`config.mk`:
```
export PLATFORM = sky130hd
export DESIGN_NAME = stick_gesture_arming_fsm
export DESIGN_NICKNAME = d
export VERILOG_FILES = /design/src/hdl/sgaf_pkg.sv /design/src/hdl/sgaf_gesture.sv /design/src/hdl/sgaf_fsm.sv /design/src/hdl/stick_gesture_arming_fsm.sv
export VERILOG_INCLUDE_DIRS = /design/src /design/src/hdl
export SDC_FILE = /design/constraint.sdc
export NUM_CORES = 1
export LEC_CHECK = 0
export BUFFER_PORTS_ARGS = -buffer_cell sky130_fd_sc_hd__buf_2
export CORE_ASPECT_RATIO = 0.8
export CORE_MARGIN = 1
export CORE_UTILIZATION = 61
export CTS_CLUSTER_DIAMETER = 30
export CTS_CLUSTER_SIZE = 40
export DETAILED_ROUTE_END_ITERATION = 6
export HOLD_SLACK_MARGIN = 0.12
export PLACE_DENSITY = 0.8
export SKIP_LAST_GASP = 1
export SLEW_MARGIN = 0
export SYNTH_ARGS = -nofsm -noshare
export SYNTH_HDL_FRONTEND = slang
export SYNTH_HIERARCHICAL = 1
export SYNTH_SLANG_ARGS = --single-unit
```
`constraint.sdc`:
```
create_clock -name clock -period 11.7 [get_ports clock]
set_input_delay 0.585 -clock clock [delete_from_list [all_inputs] [get_ports clock]]
set_output_delay 0.585 -clock clock [all_outputs]
set_load 0.1 [all_outputs]
```
`src/hdl/assert_macros.svh`:
```
// Assertion macros shared by the stick gesture arming design.
// Depends on nothing; included by the modules that carry assertions.
`ifndef ASSERT_MACROS_SVH
`define ASSERT_MACROS_SVH

// Same-cycle implication, disabled while reset is high.
`define SGAF_ASSERT_SAME(label, clk, rst, ante, cons) \
   label: assert property (@(posedge clk) disable iff (rst) (ante) |-> (cons)) \
      else $error("assertion failed: same-cycle implication");

// Next-cycle implication, disabled while reset is high.
`define SGAF_ASSERT_NEXT(label, clk, rst, ante, cons) \
   label: assert property (@(posedge clk) disable iff (rst) (ante) |=> (cons)) \
      else $error("assertion failed: next-cycle implication");

`endif

```
`src/hdl/sgaf_pkg.sv`:
```
// Package of the stick gesture arming design: types, register indexes and constants.
// Depends on nothing; imported by every module of the design.
package sgaf_pkg;

   localparam int PULSE_W = 12;
   localparam int HOLD_W  = 16;
   localparam int TICK_W  = 32;
   localparam int STATE_W = 3;
   localparam int CSR_IDX_W = 3;
   localparam int CSR_DATA_W = 16;

   localparam logic [CSR_IDX_W-1:0] CSR_ARM_HOLD     = 3'd0;
   localparam logic [CSR_IDX_W-1:0] CSR_DISARM_HOLD  = 3'd1;
   localparam logic [CSR_IDX_W-1:0] CSR_ESC_CAL_HOLD = 3'd2;
   localparam logic [CSR_IDX_W-1:0] CSR_STICK_LOW    = 3'd3;
   localparam logic [CSR_IDX_W-1:0] CSR_STICK_HIGH   = 3'd4;

   localparam logic [HOLD_W-1:0]  ARM_HOLD_RST     = 16'd1000;
   localparam logic [HOLD_W-1:0]  DISARM_HOLD_RST  = 16'd1000;
   localparam logic [HOLD_W-1:0]  ESC_CAL_HOLD_RST = 16'd2000;
   localparam logic [PULSE_W-1:0] STICK_LOW_RST    = 12'd1100;
   localparam logic [PULSE_W-1:0] STICK_HIGH_RST   = 12'd1900;

   localparam logic [PULSE_W-1:0] ROLL_MID_LO = 12'd1400;
   localparam logic [PULSE_W-1:0] ROLL_MID_HI = 12'd1600;
   localparam logic [PULSE_W-1:0] SAFE_LO     = 12'd1450;
   localparam logic [PULSE_W-1:0] SAFE_HI     = 12'd1550;

   typedef struct packed {
      logic [HOLD_W-1:0]  arm_hold_ms;
      logic [HOLD_W-1:0]  disarm_hold_ms;
      logic [HOLD_W-1:0]  esc_cal_hold_ms;
      logic [PULSE_W-1:0] stick_low_limit;
      logic [PULSE_W-1:0] stick_high_limit;
   } cfg_type;

   typedef struct packed {
      logic [PULSE_W-1:0] throttle_pulse;
      logic [PULSE_W-1:0] yaw_pulse;
      logic [PULSE_W-1:0] pitch_pulse;
      logic [PULSE_W-1:0] roll_pulse;
      logic [TICK_W-1:0]  now_ms;
   } sample_type;

   typedef struct packed {
      logic arm;
      logic disarm;
      logic esc_cal;
      logic motor;
      logic safe;
   } gesture_type;

endpackage

```
`src/hdl/sgaf_gesture.sv`:
```
// Sorts one registered stick sample into the five stick gestures.
// Depends on sgaf_pkg for the sample, configuration and gesture types.
module sgaf_gesture
   import sgaf_pkg::*;
(
   input  sample_type  sample,
   input  cfg_type     cfg,
   output gesture_type gesture
);

   logic thr_low, thr_high, yaw_low, yaw_high, pit_high, rol_low, rol_high;
   logic roll_mid, yaw_ctr, pit_ctr, rol_ctr;

   assign thr_low  = sample.throttle_pulse < cfg.stick_low_limit;
   assign thr_high = sample.throttle_pulse > cfg.stick_high_limit;
   assign yaw_low  = sample.yaw_pulse < cfg.stick_low_limit;
   assign yaw_high = sample.yaw_pulse > cfg.stick_high_limit;
   assign pit_high = sample.pitch_pulse > cfg.stick_high_limit;
   assign rol_low  = sample.roll_pulse < cfg.stick_low_limit;
   assign rol_high = sample.roll_pulse > cfg.stick_high_limit;

   assign roll_mid = (sample.roll_pulse > ROLL_MID_LO) && (sample.roll_pulse < ROLL_MID_HI);
   assign yaw_ctr  = (sample.yaw_pulse >= SAFE_LO) && (sample.yaw_pulse <= SAFE_HI);
   assign pit_ctr  = (sample.pitch_pulse >= SAFE_LO) && (sample.pitch_pulse <= SAFE_HI);
   assign rol_ctr  = (sample.roll_pulse >= SAFE_LO) && (sample.roll_pulse <= SAFE_HI);

   always_comb begin
      gesture.arm     = thr_low && yaw_high && pit_high && rol_low;
      gesture.disarm  = thr_low && yaw_low && pit_high && rol_high;
      gesture.esc_cal = thr_low && yaw_low && pit_high && roll_mid;
      gesture.motor   = thr_high && yaw_low && pit_high && roll_mid;
      gesture.safe    = thr_low && yaw_ctr && pit_ctr && rol_ctr;
   end

endmodule

```
`src/hdl/sgaf_fsm.sv`:
```
// Arming state machine with hold timers and the registered result word.
// Depends on sgaf_pkg and assert_macros.svh.
`include "assert_macros.svh"
module sgaf_fsm
   import sgaf_pkg::*;
(
   input  logic               clock,
   input  logic               reset,
   input  logic               step,
   input  gesture_type        gesture,
   input  logic [TICK_W-1:0]  now_ms,
   input  cfg_type            cfg,
   output logic [STATE_W-1:0] arm_state,
   output logic               esc_cal_request,
   output logic               arm_done_pulse
);

   typedef enum logic [STATE_W-1:0] {
      DISARMED    = 3'd0,
      ARMING      = 3'd1,
      ARMED_WAIT  = 3'd2,
      ARMED       = 3'd3,
      DISARMING   = 3'd4,
      ESC_CAL     = 3'd5,
      MOTOR_CHECK = 3'd6
   } mode_type;

   mode_type          mode_ff, mode_in;
   logic [TICK_W-1:0] hold_start_ff, hold_start_in;
   logic              esc_flag_ff, esc_flag_in;
   logic              pulse_ff, pulse_in;
   logic [TICK_W-1:0] elapsed;
   logic              arm_held, disarm_held, esc_held;

   assign elapsed     = now_ms - hold_start_ff;
   assign arm_held    = elapsed >= {{(TICK_W-HOLD_W){1'b0}}, cfg.arm_hold_ms};
   assign disarm_held = elapsed >= {{(TICK_W-HOLD_W){1'b0}}, cfg.disarm_hold_ms};
   assign esc_held    = elapsed >= {{(TICK_W-HOLD_W){1'b0}}, cfg.esc_cal_hold_ms};

   always_comb begin
      mode_in       = mode_ff;
      hold_start_in = hold_start_ff;
      esc_flag_in   = esc_flag_ff;
      pulse_in      = 1'b0;
      unique case (mode_ff)
         DISARMED: begin
            priority if (gesture.arm) begin
               hold_start_in = now_ms;
               mode_in       = ARMING;
            end else if (gesture.esc_cal) begin
               hold_start_in = now_ms;
               mode_in       = ESC_CAL;
            end else if (gesture.motor) begin
               mode_in = MOTOR_CHECK;
            end else begin
               mode_in = DISARMED;
            end
         end
         ESC_CAL: begin
            if (gesture.esc_cal && esc_held) begin
               esc_flag_in = 1'b1;
            end
         end
         ARMING: begin
            if (!gesture.arm) begin
               mode_in = DISARMED;
            end else if (arm_held) begin
               mode_in  = ARMED_WAIT;
               pulse_in = 1'b1;
            end
         end
         ARMED_WAIT: begin
            if (gesture.safe) begin
               mode_in = ARMED;
            end
         end
         ARMED: begin
            if (gesture.disarm) begin
               hold_start_in = now_ms;
               mode_in       = DISARMING;
            end
         end
         DISARMING: begin
            if (!gesture.disarm) begin
               mode_in = ARMED;
            end else if (disarm_held) begin
               mode_in = DISARMED;
            end
         end
         default: begin
            mode_in = mode_ff;
         end
      endcase
   end

   always_ff @(posedge clock) begin
      if (reset) begin
         mode_ff       <= DISARMED;
         hold_start_ff <= '0;
         esc_flag_ff   <= 1'b0;
         pulse_ff      <= 1'b0;
      end else if (step) begin
         mode_ff       <= mode_in;
         hold_start_ff <= hold_start_in;
         esc_flag_ff   <= esc_flag_in;
         pulse_ff      <= pulse_in;
      end
   end

   assign arm_state       = mode_ff;
   assign esc_cal_request = esc_flag_ff;
   assign arm_done_pulse  = pulse_ff;

   `SGAF_ASSERT_SAME(a_pulse_in_wait, clock, reset, pulse_ff, mode_ff == ARMED_WAIT)
   `SGAF_ASSERT_SAME(a_esc_flag_mode, clock, reset, esc_flag_ff, mode_ff == ESC_CAL)
   `SGAF_ASSERT_NEXT(a_esc_flag_sticky, clock, reset, esc_flag_ff, esc_flag_ff)
   `SGAF_ASSERT_NEXT(a_motor_kept, clock, reset, mode_ff == MOTOR_CHECK, mode_ff == MOTOR_CHECK)
   `SGAF_ASSERT_NEXT(a_idle_holds, clock, reset, !step, $stable(mode_ff) && $stable(pulse_ff))

endmodule

```
`src/hdl/stick_gesture_arming_fsm.sv`:
```
// A sample word is held in the input register, and its result word is written
// into the result register once that is free. Throughput: one sample word per
// cycle unless the result side stalls; compare and state update sit between them.
// Reset (synchronous): state disarmed, hold start zero, calibration flag clear,
// configuration registers back to their default hold times and limits.
module stick_gesture_arming_fsm
   import sgaf_pkg::*;
(
   input  logic                  clock,
   input  logic                  reset,
   input  logic                  req_valid,
   output logic                  req_ready,
   input  logic [PULSE_W-1:0]    req_throttle_pulse,
   input  logic [PULSE_W-1:0]    req_yaw_pulse,
   input  logic [PULSE_W-1:0]    req_pitch_pulse,
   input  logic [PULSE_W-1:0]    req_roll_pulse,
   input  logic [TICK_W-1:0]     req_now_ms,
   output logic                  rsp_valid,
   input  logic                  rsp_ready,
   output logic [STATE_W-1:0]    rsp_arm_state,
   output logic                  rsp_esc_cal_request,
   output logic                  rsp_arm_done_pulse,
   input  logic                  csr_write_en,
   input  logic [CSR_IDX_W-1:0]  csr_index,
   input  logic [CSR_DATA_W-1:0] csr_write_data
);

   cfg_type     cfg_ff;
   sample_type  sample_ff;
   logic        in_valid_ff;
   logic        out_valid_ff;
   logic        step;
   gesture_type gesture;

   always_ff @(posedge clock) begin
      if (reset) begin
         cfg_ff.arm_hold_ms      <= ARM_HOLD_RST;
         cfg_ff.disarm_hold_ms   <= DISARM_HOLD_RST;
         cfg_ff.esc_cal_hold_ms  <= ESC_CAL_HOLD_RST;
         cfg_ff.stick_low_limit  <= STICK_LOW_RST;
         cfg_ff.stick_high_limit <= STICK_HIGH_RST;
      end else if (csr_write_en) begin
         unique case (csr_index)
            CSR_ARM_HOLD:     cfg_ff.arm_hold_ms     <= csr_write_data;
            CSR_DISARM_HOLD:  cfg_ff.disarm_hold_ms  <= csr_write_data;
            CSR_ESC_CAL_HOLD: cfg_ff.esc_cal_hold_ms <= csr_write_data;
            CSR_STICK_LOW:    cfg_ff.stick_low_limit  <= csr_write_data[PULSE_W-1:0];
            CSR_STICK_HIGH:   cfg_ff.stick_high_limit <= csr_write_data[PULSE_W-1:0];
            default: begin
            end
         endcase
      end
   end

   assign step      = in_valid_ff && (!out_valid_ff || rsp_ready);
   assign req_ready = !in_valid_ff || step;
   assign rsp_valid = out_valid_ff;

   always_ff @(posedge clock) begin
      if (reset) begin
         in_valid_ff  <= 1'b0;
         out_valid_ff <= 1'b0;
      end else begin
         if (req_ready) begin
            in_valid_ff <= req_valid;
         end
         if (step) begin
            out_valid_ff <= 1'b1;
         end else if (rsp_ready) begin
            out_valid_ff <= 1'b0;
         end
      end
   end

   always_ff @(posedge clock) begin
      if (req_valid && req_ready) begin
         sample_ff.throttle_pulse <= req_throttle_pulse;
         sample_ff.yaw_pulse      <= req_yaw_pulse;
         sample_ff.pitch_pulse    <= req_pitch_pulse;
         sample_ff.roll_pulse     <= req_roll_pulse;
         sample_ff.now_ms         <= req_now_ms;
      end
   end

   sgaf_gesture u_gesture (
      .sample  (sample_ff),
      .cfg     (cfg_ff),
      .gesture (gesture)
   );

   sgaf_fsm u_fsm (
      .clock           (clock),
      .reset           (reset),
      .step            (step),
      .gesture         (gesture),
      .now_ms          (sample_ff.now_ms),
      .cfg             (cfg_ff),
      .arm_state       (rsp_arm_state),
      .esc_cal_request (rsp_esc_cal_request),
      .arm_done_pulse  (rsp_arm_done_pulse)
   );

endmodule

```
; After elaboration in Yosys (flattened, before gate mapping)
; Cells that the tools add are included.
; W data, S select, Z words.
[word_totals]
ff_bits = 191
inputBits = 104
out_inout_bits = 7
word_cells = 105
[op_classes]
add_sub_neg = 1
n_lt_le_gt_ge = 18
eq_ne = 14
muxes = 19
reduce_logical = 37
[ops]
columns = op, n
row1 = $ge A32 B16 Y1, 3
row2 = $mux W32, 3
row3 = $pmux W32 S2, 1
row4 = $gt A12 B12 Y1, 4
row5 = $ge A12 B11 Y1 const B, 3
row6 = $le A12 B11 Y1 const B, 3
row7 = $lt A12 B12 Y1, 3
row8 = $sub A32 B32 Y32, 1
row9 = $mux W3, 9
row10 = $logic_and A1 B1 Y1, 20
row11 = $pmux W3 S5, 1
row12 = $eq A3 B2 Y1 const B, 4
row13 = $gt A12 B11 Y1 const B, 1
row14 = $lt A12 B11 Y1 const B, 1
row15 = $reduce_and A2 Y1, 5
row16 = $eq A3 B3 Y1 const B, 3
row17 = $eq A3 B1 Y1 const B, 2
row18 = $logic_not A3 Y1, 2
row19 = $ne A3 B3 Y1 const B, 2
row20 = $reduce_and A6 Y1, 1
row21 = $mux W1, 5
row22 = $reduce_bool A5 Y1, 1
row23 = $reduce_and A4 Y1, 1
row24 = $reduce_bool A2 Y1, 2
row25 = other kinds (6), 8

; Depth between registers and ports, before layout
; Gate-level depths: netlist of the first run.
[logic_depth]
depth_word = 8
ltp_mapped = 22

; Modules after synthesis
; Netlist of the first run, hierarchy kept.
[modules_own_cells]
columns = module, instances, cells_each, area_per_inst_um2, seq_area_each_um2
row1 = stick_gesture_arming_fsm, 1, 358, 5345.1, 3883.7
row2 = sgaf_fsm, 1, 668, 4787.1, 740.7
row3 = sgaf_gesture, 1, 268, 2178.3, 0.0

; Least setup slack after synthesis of the first run
; No wires, ideal clock.
[synth_timing]
path_kind = reg2reg
start = register sample_ff[0] (netlist name)
end = register u_fsm.mode_ff[2], in the netlist u_fsm/arm_state[2]
arrival_time_ns = 3.908
t_required_ns = 11.575
slack_ns = 7.667
stages_incl_launch_ff = 22
n_path_buf = 0
period_less_slack_ns = 4.033
path_cell_list = edfxtp_1 inv_1 ha_1 fa_1 nand2b_1 a21oi_1 o21ai_0 nor2b_1 o21ai_0 a21oi_1 xnor2_1 ha_1 a21o_1 a21o_1 a21oi_1 o21ai_0 a2111oi_0 a22o_1 nand4_1 o31ai_2 mux2i_1 a31oi_1
[synth_via]
elab_chain_len = 4
elab_cells_between_ends = 6
[synth_rtl]
columns = item, line_no
row1 = $sub A32 B32 Y32 *, sgaf_fsm.sv:35  ; assign elapsed = now_ms - hold_start_ff;
row2 = "$ge A32 B16 Y1, on equally long branches", "sgaf_fsm.sv:37, sgaf_fsm.sv:36"
row3 = $ne A3 B3 Y1 (no source line), n/a
row4 = $reduce_and A6 Y1 (no source line) *, n/a
row5 = end signal: assignment, sgaf_fsm.sv:103  ; mode_ff <= mode_in;
row6 = end: declaration, sgaf_fsm.sv:28  ; mode_type mode_ff, mode_in;
; Mark *: on every way between the ends. The rest lies on a longest branch, timed or not.
; A chain may end at the register's enable or synchronous reset.

; Worst setup path in the final report of the first run
[layout_timing]
start = register sample_ff[4] (netlist name)
end = register u_fsm.mode_ff[2], in the netlist u_fsm/arm_state[2]
[layout_via]
elab_chain_len = 4
elab_cells_between_ends = 6
[layout_rtl]
columns = item, line_no
row1 = $sub A32 B32 Y32 *, sgaf_fsm.sv:35
row2 = "$ge A32 B16 Y1, on equally long branches", "sgaf_fsm.sv:37, sgaf_fsm.sv:36"
row3 = $ne A3 B3 Y1 (no source line), n/a
row4 = $reduce_and A6 Y1 (no source line) *, n/a
; Marks and branches as above.

==> reports/results.txt, run 1 <==
status - complete, but fails checks
failing checks - design-rule violations
Die Width - 161 um
crit path launch type - flop
CP Capture Type - flop
Yosys Warn Count - 6
TritonCTS Buffers - 17
initial antenna violation count - 1
Die Span Y - 129 um
worst setup margin - 6.85 ns
Via Count - 9957
CP Class - reg2reg
worst reg2reg setup slack - 6.85 ns
Yosys reg bits - 191
Root Driver - clkbuf_16
RSZ-0062 raised after global routing - no
largest net degree at the start of global routing - 101
Mapped Cells - 1294
top cell type's share of synthesized area - 19.5%
Initial DRC Count - 939
Max Clk Rate - 206 MHz
Setup TNS Final - 0 ns
post-CTS setup buffer count - 0
arrival time at the worst endpoint - 5.16 ns
Slew Limit Fails - 0
Reg area - 0.00462 mm2
# H-tree levels - 4
Setup-failing EPs final - 0
Synth area leader - edfxtp_1
Clk Latency, worst-skew pair - 0.44 ns
crit path time final - 4.85 ns
top_reg_cell synth - dfxtp_1
FILL cells - 1600
Mean Syn Cell Area - 9.51 um2
Initial Util - 62.2%
final period utilization - 41.5%
Vias/cell - 6.00
clock slew at reported path FFs - 0.08 ns
Routed WL per cell - 18.4 um
Overflow after GRT - 0
DRT antenna net count - 0
first-pass GRT wire length - 48300 um
ranking of synthesized cells by area - edfxtp_1 (20%), dfxtp_1 (18%), ha_1 (16%)
Core Region - 0.0198 mm2
crit path max-delay cell type - a211oi_1
Final nets - 1648
Worst Skew - 0.0107 ns
Post-Syn Nets - 1559
hpwl dp - 23000 um
CTS tree - yes
Resized cells post-CTS - 0
Total GRT Usage - 29.7%
Ports - 111
Yosys cell types - 93
max incr delay on CP - 0.61 ns
r2r endpoint - u_fsm/arm_state[2]$_SDFFE_PP0P_
Worst Setup SP - sample_ff[4]$_DFFE_PP_
Hold Fails Final Rpt - 0
die area - 0.0208 mm2
dpl ws - 6.95 ns
vias in the first global route - 9507
clk sink count - 191
slew margin rel. - 26.2%
worst slew pin tran - 1.10 ns
share of cells above drive strength 1 - 12.9%
Max VDD drop - 0.0786 mV
reg2reg path depth - 18
RR Startpoint - sample_ff[4]$_DFFE_PP_
maxcap violations - 0
Inserted Diodes - 0
Critical Path End - u_fsm/arm_state[2]$_SDFFE_PP0P_
synth-to-layout area growth - 10.4%
area of the multi-input gates - 0.00701 mm2
number of hold buffers added after cts - 0
async set-reset flop share out of synthesis - 0%
Routed WL - 30500 um
worst hold path type - in2reg
crit-path cells - ha_1, nand2_1, a211oi_1, nor2_1, o21a_1, o21ai_0, xor2_1, ha_1, a21o_1, a21o_1, a21oi_1, o21ai_0, a2111oi_0, a22o_1, nand4_1, o31ai_2, mux2i_1, a31oi_1
pwr/cell area - 116 mW/mm2
Pre-antenna DRT Iters - 7
part of the Yosys area used for sequential elements - 37.6%
port bufs - 110
EDFF count, synth - 80
mapped cell area - 0.0123 mm2
clk buf depth - 2
Crit Path Max Fanout - 6
DRC errors left - 1
required time of the critical path - 12.01 ns
row cnt - 46
P_leak - 5.92 nW
placer congestion estimate - 0.992
-- sequential cells by signal (all words and copies together) (netlist names) --
register and count:
u_fsm/arm_done_pulse 1, cfg_ff 72, rsp_valid 1, u_fsm/hold_start_ff 32
u_fsm/esc_cal_request 1, in_valid_ff 1, u_fsm/arm_state 3, sample_ff 80
-- synthesized netlist by cell type, types with 19 or more instances --
| library cell | instances |
|---|---|
| a21o_1 | 33 |
| edfxtp_1 | 80 |
| nor2_1 | 80 |
| nand3_1 | 19 |
| o21ai_0 | 30 |
| nand2_1 | 121 |
| nand2b_1 | 73 |
| a21oi_1 | 101 |
| inv_1 | 120 |
| dfxtp_1 | 111 |
| nand4_1 | 23 |
| mux2i_1 | 75 |
| ha_1 | 160 |
| clkbuf_1 | 32 |
-- routing by layer --
layer,vias to the layer above,part of all wire [%],wire length [um],GRT usage [%]
met5,-,0.043,13,0
met4,2,1.2,364,6.27
met3,41,9.2,2790,8.07
met2,392,41,12500,43.7
met1,4671,49,14800,43.6
li1,4851,-,-,-
-- power breakdown --
part / switching [mW] / total [mW] / internal, mW
clock network: 0.282 / 0.584 / 0.301
registers: 0.0200 / 0.740 / 0.720
logic: 0.149 / 0.254 / 0.105
-- cell type report --
cell class | count | area share, %
tap | 264 | 2.43
clock inverter | 15 | 1.12
inverter | 120 | 3.31
sequential | 191 | 34.0
timing repair buffer | 115 | 4.35
multi-input combinational | 938 | 51.6
clock buffer | 17 | 3.13
-- critical path: cells and delay by family (launching register included) --
family / cells / cell delay (ns)
mux: 1 / 0.23
compound gates: 11 / 2.80
xor+xnor: 1 / 0.29
fa+ha+maj: 2 / 0.68
flops: 1 / 0.39
simple gates: 3 / 0.34
-- cells by family (layout without fill, tap and decap cells) --
group	Yosys count	in the layout	share of synthesized area, %
mux	77	77	6.31
simple gates	400	400	17.1
buf+inv	165	267	5.60
fa+ha+maj	161	161	16.4
compound gates	281	281	15.6
flops	191	191	37.6
xor+xnor	19	19	1.35
-- worst min-delay path by stage --
stage                                         startpoint                              endpoint  slack, ns  cells past startpoint
floorplan                       in_valid_ff$_SDFFE_PP0P_                rsp_valid$_SDFFE_PP0P_       0.43                      2
global placement    u_fsm/hold_start_ff[30]$_SDFFE_PP0P_  u_fsm/hold_start_ff[30]$_SDFFE_PP0P_       0.44                      2
detailed placement   u_fsm/hold_start_ff[9]$_SDFFE_PP0P_   u_fsm/hold_start_ff[9]$_SDFFE_PP0P_       0.45                      2
CTS                                       req_now_ms[28]               sample_ff[28]$_DFFE_PP_       0.30                      1
global route                              req_now_ms[28]               sample_ff[28]$_DFFE_PP_       0.29                      1
finish                                    req_now_ms[20]               sample_ff[20]$_DFFE_PP_       0.31                      1
-- placed cells by master, fill, tap and decap left out, drive strengths merged, types with 6 or more instances in the layout --
master and instances:
ha 160, inv 127, nand2 121, buf 115, dfxtp 111, a21oi 106
nor2 80, edfxtp 80, mux2i 75, nand2b 73, o21ai 37, a21o 33
nand4 24, nand3 20, clkbuf 17, a211oi 16, nor3 15, xnor2 14
o211ai 13, o21a 12, a2111oi 9, a31oi 8, nor4 8, nor2b 7
or3 7, clkinv 6, and2 6
-- stage by stage --
step | hold slack (ns) | utilization, % | std cells | area [um2] | power [mW]
finish | 0.312 | 68.6 | 1660 | 13600 | 1.58
global route | 0.295 | 68.6 | 1660 | 13600 | 1.64
CTS | 0.299 | 68.6 | 1660 | 13600 | 1.58
detailed placement | 0.447 | 65.7 | 1628 | 13000 | 1.00
global placement | 0.442 | 65.7 | 1628 | 13000 | 0.991
floorplan | 0.434 | - | 1294 | 12300 | 0.925
Note: power is estimated with default switching activity, not from simulation.
==> run 2, diff against run 1 <==
==> constraint.sdc (replaced) <==
create_clock -name clock -period 4.7 [get_ports clock]
set_input_delay 0.235 -clock clock [delete_from_list [all_inputs] [get_ports clock]]
set_output_delay 0.235 -clock clock [all_outputs]
set_load 0.1 [all_outputs]
==> run 2 against run 1 <==
Compared with the run above:
- the run still ends with design-rule violations left
- non-clock buffer count grew 95
- design area grew 7.4%
- maximum frequency grew 9.7%
- register-to-register slack lost 6.6 ns
- power grew to 2.6 times the previous value
- sequential share of layout area shrank 2.3 points
- cell count grew 5.7%
- sequential power grew 150%
- hold slack lost 0.18 ns
- critical path depth grew 5
- combinational power grew to 2.8 times the previous value
- worst setup slack lost 6.6 ns
- largest cell class unchanged
==> reports/results.txt, run 2 (synthesis gave the netlist of run 1 again) <==
status - complete, but fails checks
failing checks - design-rule violations
Overflow after GRT - 0 (unchanged)
placer congestion estimate - 0.951 (-4.1%)
TritonCTS Buffers - 17 (unchanged)
Max Clk Rate - 226 MHz (+9.7%)
Root Driver - clkbuf_16
Initial DRC Count - 1093 (+16%)
worst slew pin tran - 1.12 ns (+0.0257 ns)
Max VDD drop - 0.267 mV (+240%)
Setup TNS Final - 0 ns (unchanged)
Regs by FF count - sample_ff x80, cfg_ff x72, u_fsm/hold_start_ff x32
clk buf depth - 2 (unchanged)
Routed WL per cell - 18.3 um (-0.61%)
DRT antenna net count - 0 (unchanged)
first-pass GRT wire length - 50300 um (+4.2%)
Setup-failing EPs final - 0 (unchanged)
CTS tree - yes
final core occ - 73.7% (+5.1 points)
arrival time at the worst endpoint - 4.72 ns (-0.44 ns)
CP Class - reg2reg
Core Region - 0.0198 mm2 (unchanged)
Hold Fails Final Rpt - 0 (unchanged)
row cnt - 46 (unchanged)
Inserted Diodes - 0 (unchanged)
Worst Skew - 0.0127 ns (+0.00202 ns)
number of flip-flops in the largest register - 80 (unchanged)
crit path launch type - flop
final period utilization - 94.0% (+53 points)
most frequent cells in the layout - ha_1 (160), nand2_1 (121), inv_1 (120)
final hold slack - 0.135 ns (-0.177 ns)
hpwl dp - 22900 um (-0.74%)
post-CTS setup buffer count - 0 (unchanged)
initial antenna violation count - 0 (-1)
slew margin rel. - 25.1% (-1.0 points)
Initial Util - 62.2% (unchanged)
Routed WL - 32000 um (+5.1%)
die area - 0.0208 mm2 (unchanged)
Clk Latency, worst-skew pair - 0.44 ns (about the same)
Total GRT Usage - 31.0% (+1.3 points)
Final nets - 1743 (+5.8%)
maxcap violations - 0 (unchanged)
required time of the critical path - 5.00 ns (-7.01 ns)
Slew Limit Fails - 0 (unchanged)
largest register by flop count - sample_ff
clock slew at reported path FFs - 0.07 ns (about the same)
# H-tree levels - 4 (unchanged)
worst reg2reg setup slack - 0.28 ns (-6.57 ns)
vias in the first global route - 9831 (+3.4%)
Ports - 111 (unchanged)
worst hold path type - in2reg
DRC errors left - 2 (+1)
CP Capture Type - flop
P_leak - 6.34 nW (+7.2%)
largest net degree at the start of global routing - 103 (+2.0%)
Crit Path Max Fanout - 5 (-1)
Pre-antenna DRT Iters - 7 (unchanged)
synth-to-layout area growth - 18.6%
port bufs - 110 (unchanged)
Die Width - 161 um (unchanged)
pwr/cell area - 279 mW/mm2 (+140%)
Die Span Y - 129 um (unchanged)
most common cell after layout, fill and taps aside - ha_1
clk sink count - 191 (unchanged)
Vias/cell - 5.95 (-0.82%)
share of cells above drive strength 1 - 12.7% (-0.15 points)
Via Count - 10441 (+4.9%)
RSZ-0062 raised after global routing - no
crit path time final - 4.42 ns (-0.431 ns)
## run 2: metal layers
| metal | up-vias | wire, um | track usage (%) | share of wire (%) |
|---|---|---|---|---|
| met5 | - | 0 | 0 | 0 |
| li1 | 5025 | - | - | - |
| met1 | 4915 | 14900 | 44.4 | 47 |
| met3 | 48 | 2860 | 7.23 | 8.9 |
| met4 | 0 | 474 | 7.55 | 1.5 |
| met2 | 453 | 13800 | 47.5 | 43 |
## run 2: path summary, 6_finish.rpt
kind | startpoint | endpoint | cells after the start
max | sample_ff[0]$_DFFE_PP_ | u_fsm/arm_state[2]$_SDFFE_PP0P_ | 23
min | csr_write_data[12] | cfg_ff[68]$_SDFFE_PP0P_ | 3
max reg2reg | sample_ff[0]$_DFFE_PP_ | u_fsm/arm_state[2]$_SDFFE_PP0P_ | 23
min reg2reg | u_fsm/hold_start_ff[28]$_SDFFE_PP0P_ | u_fsm/hold_start_ff[28]$_SDFFE_PP0P_ | 2
## run 2: critical path, cell delays in order (launching register included)
cell and delay (ns):
edfxtp_1 0.34, inv_1 0.05, ha_1 0.23, fa_1 0.42, nand2b_4 0.17, a21oi_2 0.12, buf_4 0.14, nor2_1 0.05
nor3_2 0.17, o21ai_0 0.11, nand2b_1 0.10, a21oi_1 0.10, xnor2_2 0.19, ha_1 0.21, a21o_1 0.18, a21oi_1 0.20
o21ai_0 0.12, a2111oi_1 0.38, a22o_1 0.22, nand4_1 0.09, o31ai_2 0.30, buf_4 0.18, or3_1 0.11, a31oi_1 0.08
## run 2: area by class of cell
cell class	count	area (um2)
fill	1424	5200
timing repair buffer	210	1530
inverter	120	450
clock inverter	15	188
sequential	191	4620
clock buffer	17	425
multi-input combinational	938	7050
tap	264	330
## run 2: where the power goes
group	switching [mW]	internal, mW
clock network	0.717	0.814
logic	0.389	0.316
registers	0.0503	1.79
## run 2: through the flow
| stage | setup slack (ns) | cells | area (um2) | power [mW] |
|---|---|---|---|---|
| finish | 0.281 | 1755 | 14600 | 4.08 |
| global route | 0.00397 | 1755 | 14600 | 4.23 |
| global placement | 0.386 | 1632 | 13000 | 2.47 |
| detailed placement | 0.276 | 1632 | 13000 | 2.49 |
| CTS | 0.194 | 1755 | 14600 | 4.07 |
| floorplan | 0.667 | 1294 | 12300 | 2.30 |
## run 2: repair_timing
| item | 4_1_cts | 5_1_grt |
|---|---|---|
| resized for setup | 0 | 9 |
| hold buffers | 91 | 0 |
| setup endpoints to repair | 0 | 3 |
| endpoints found under the hold margin | 98 | 0 |
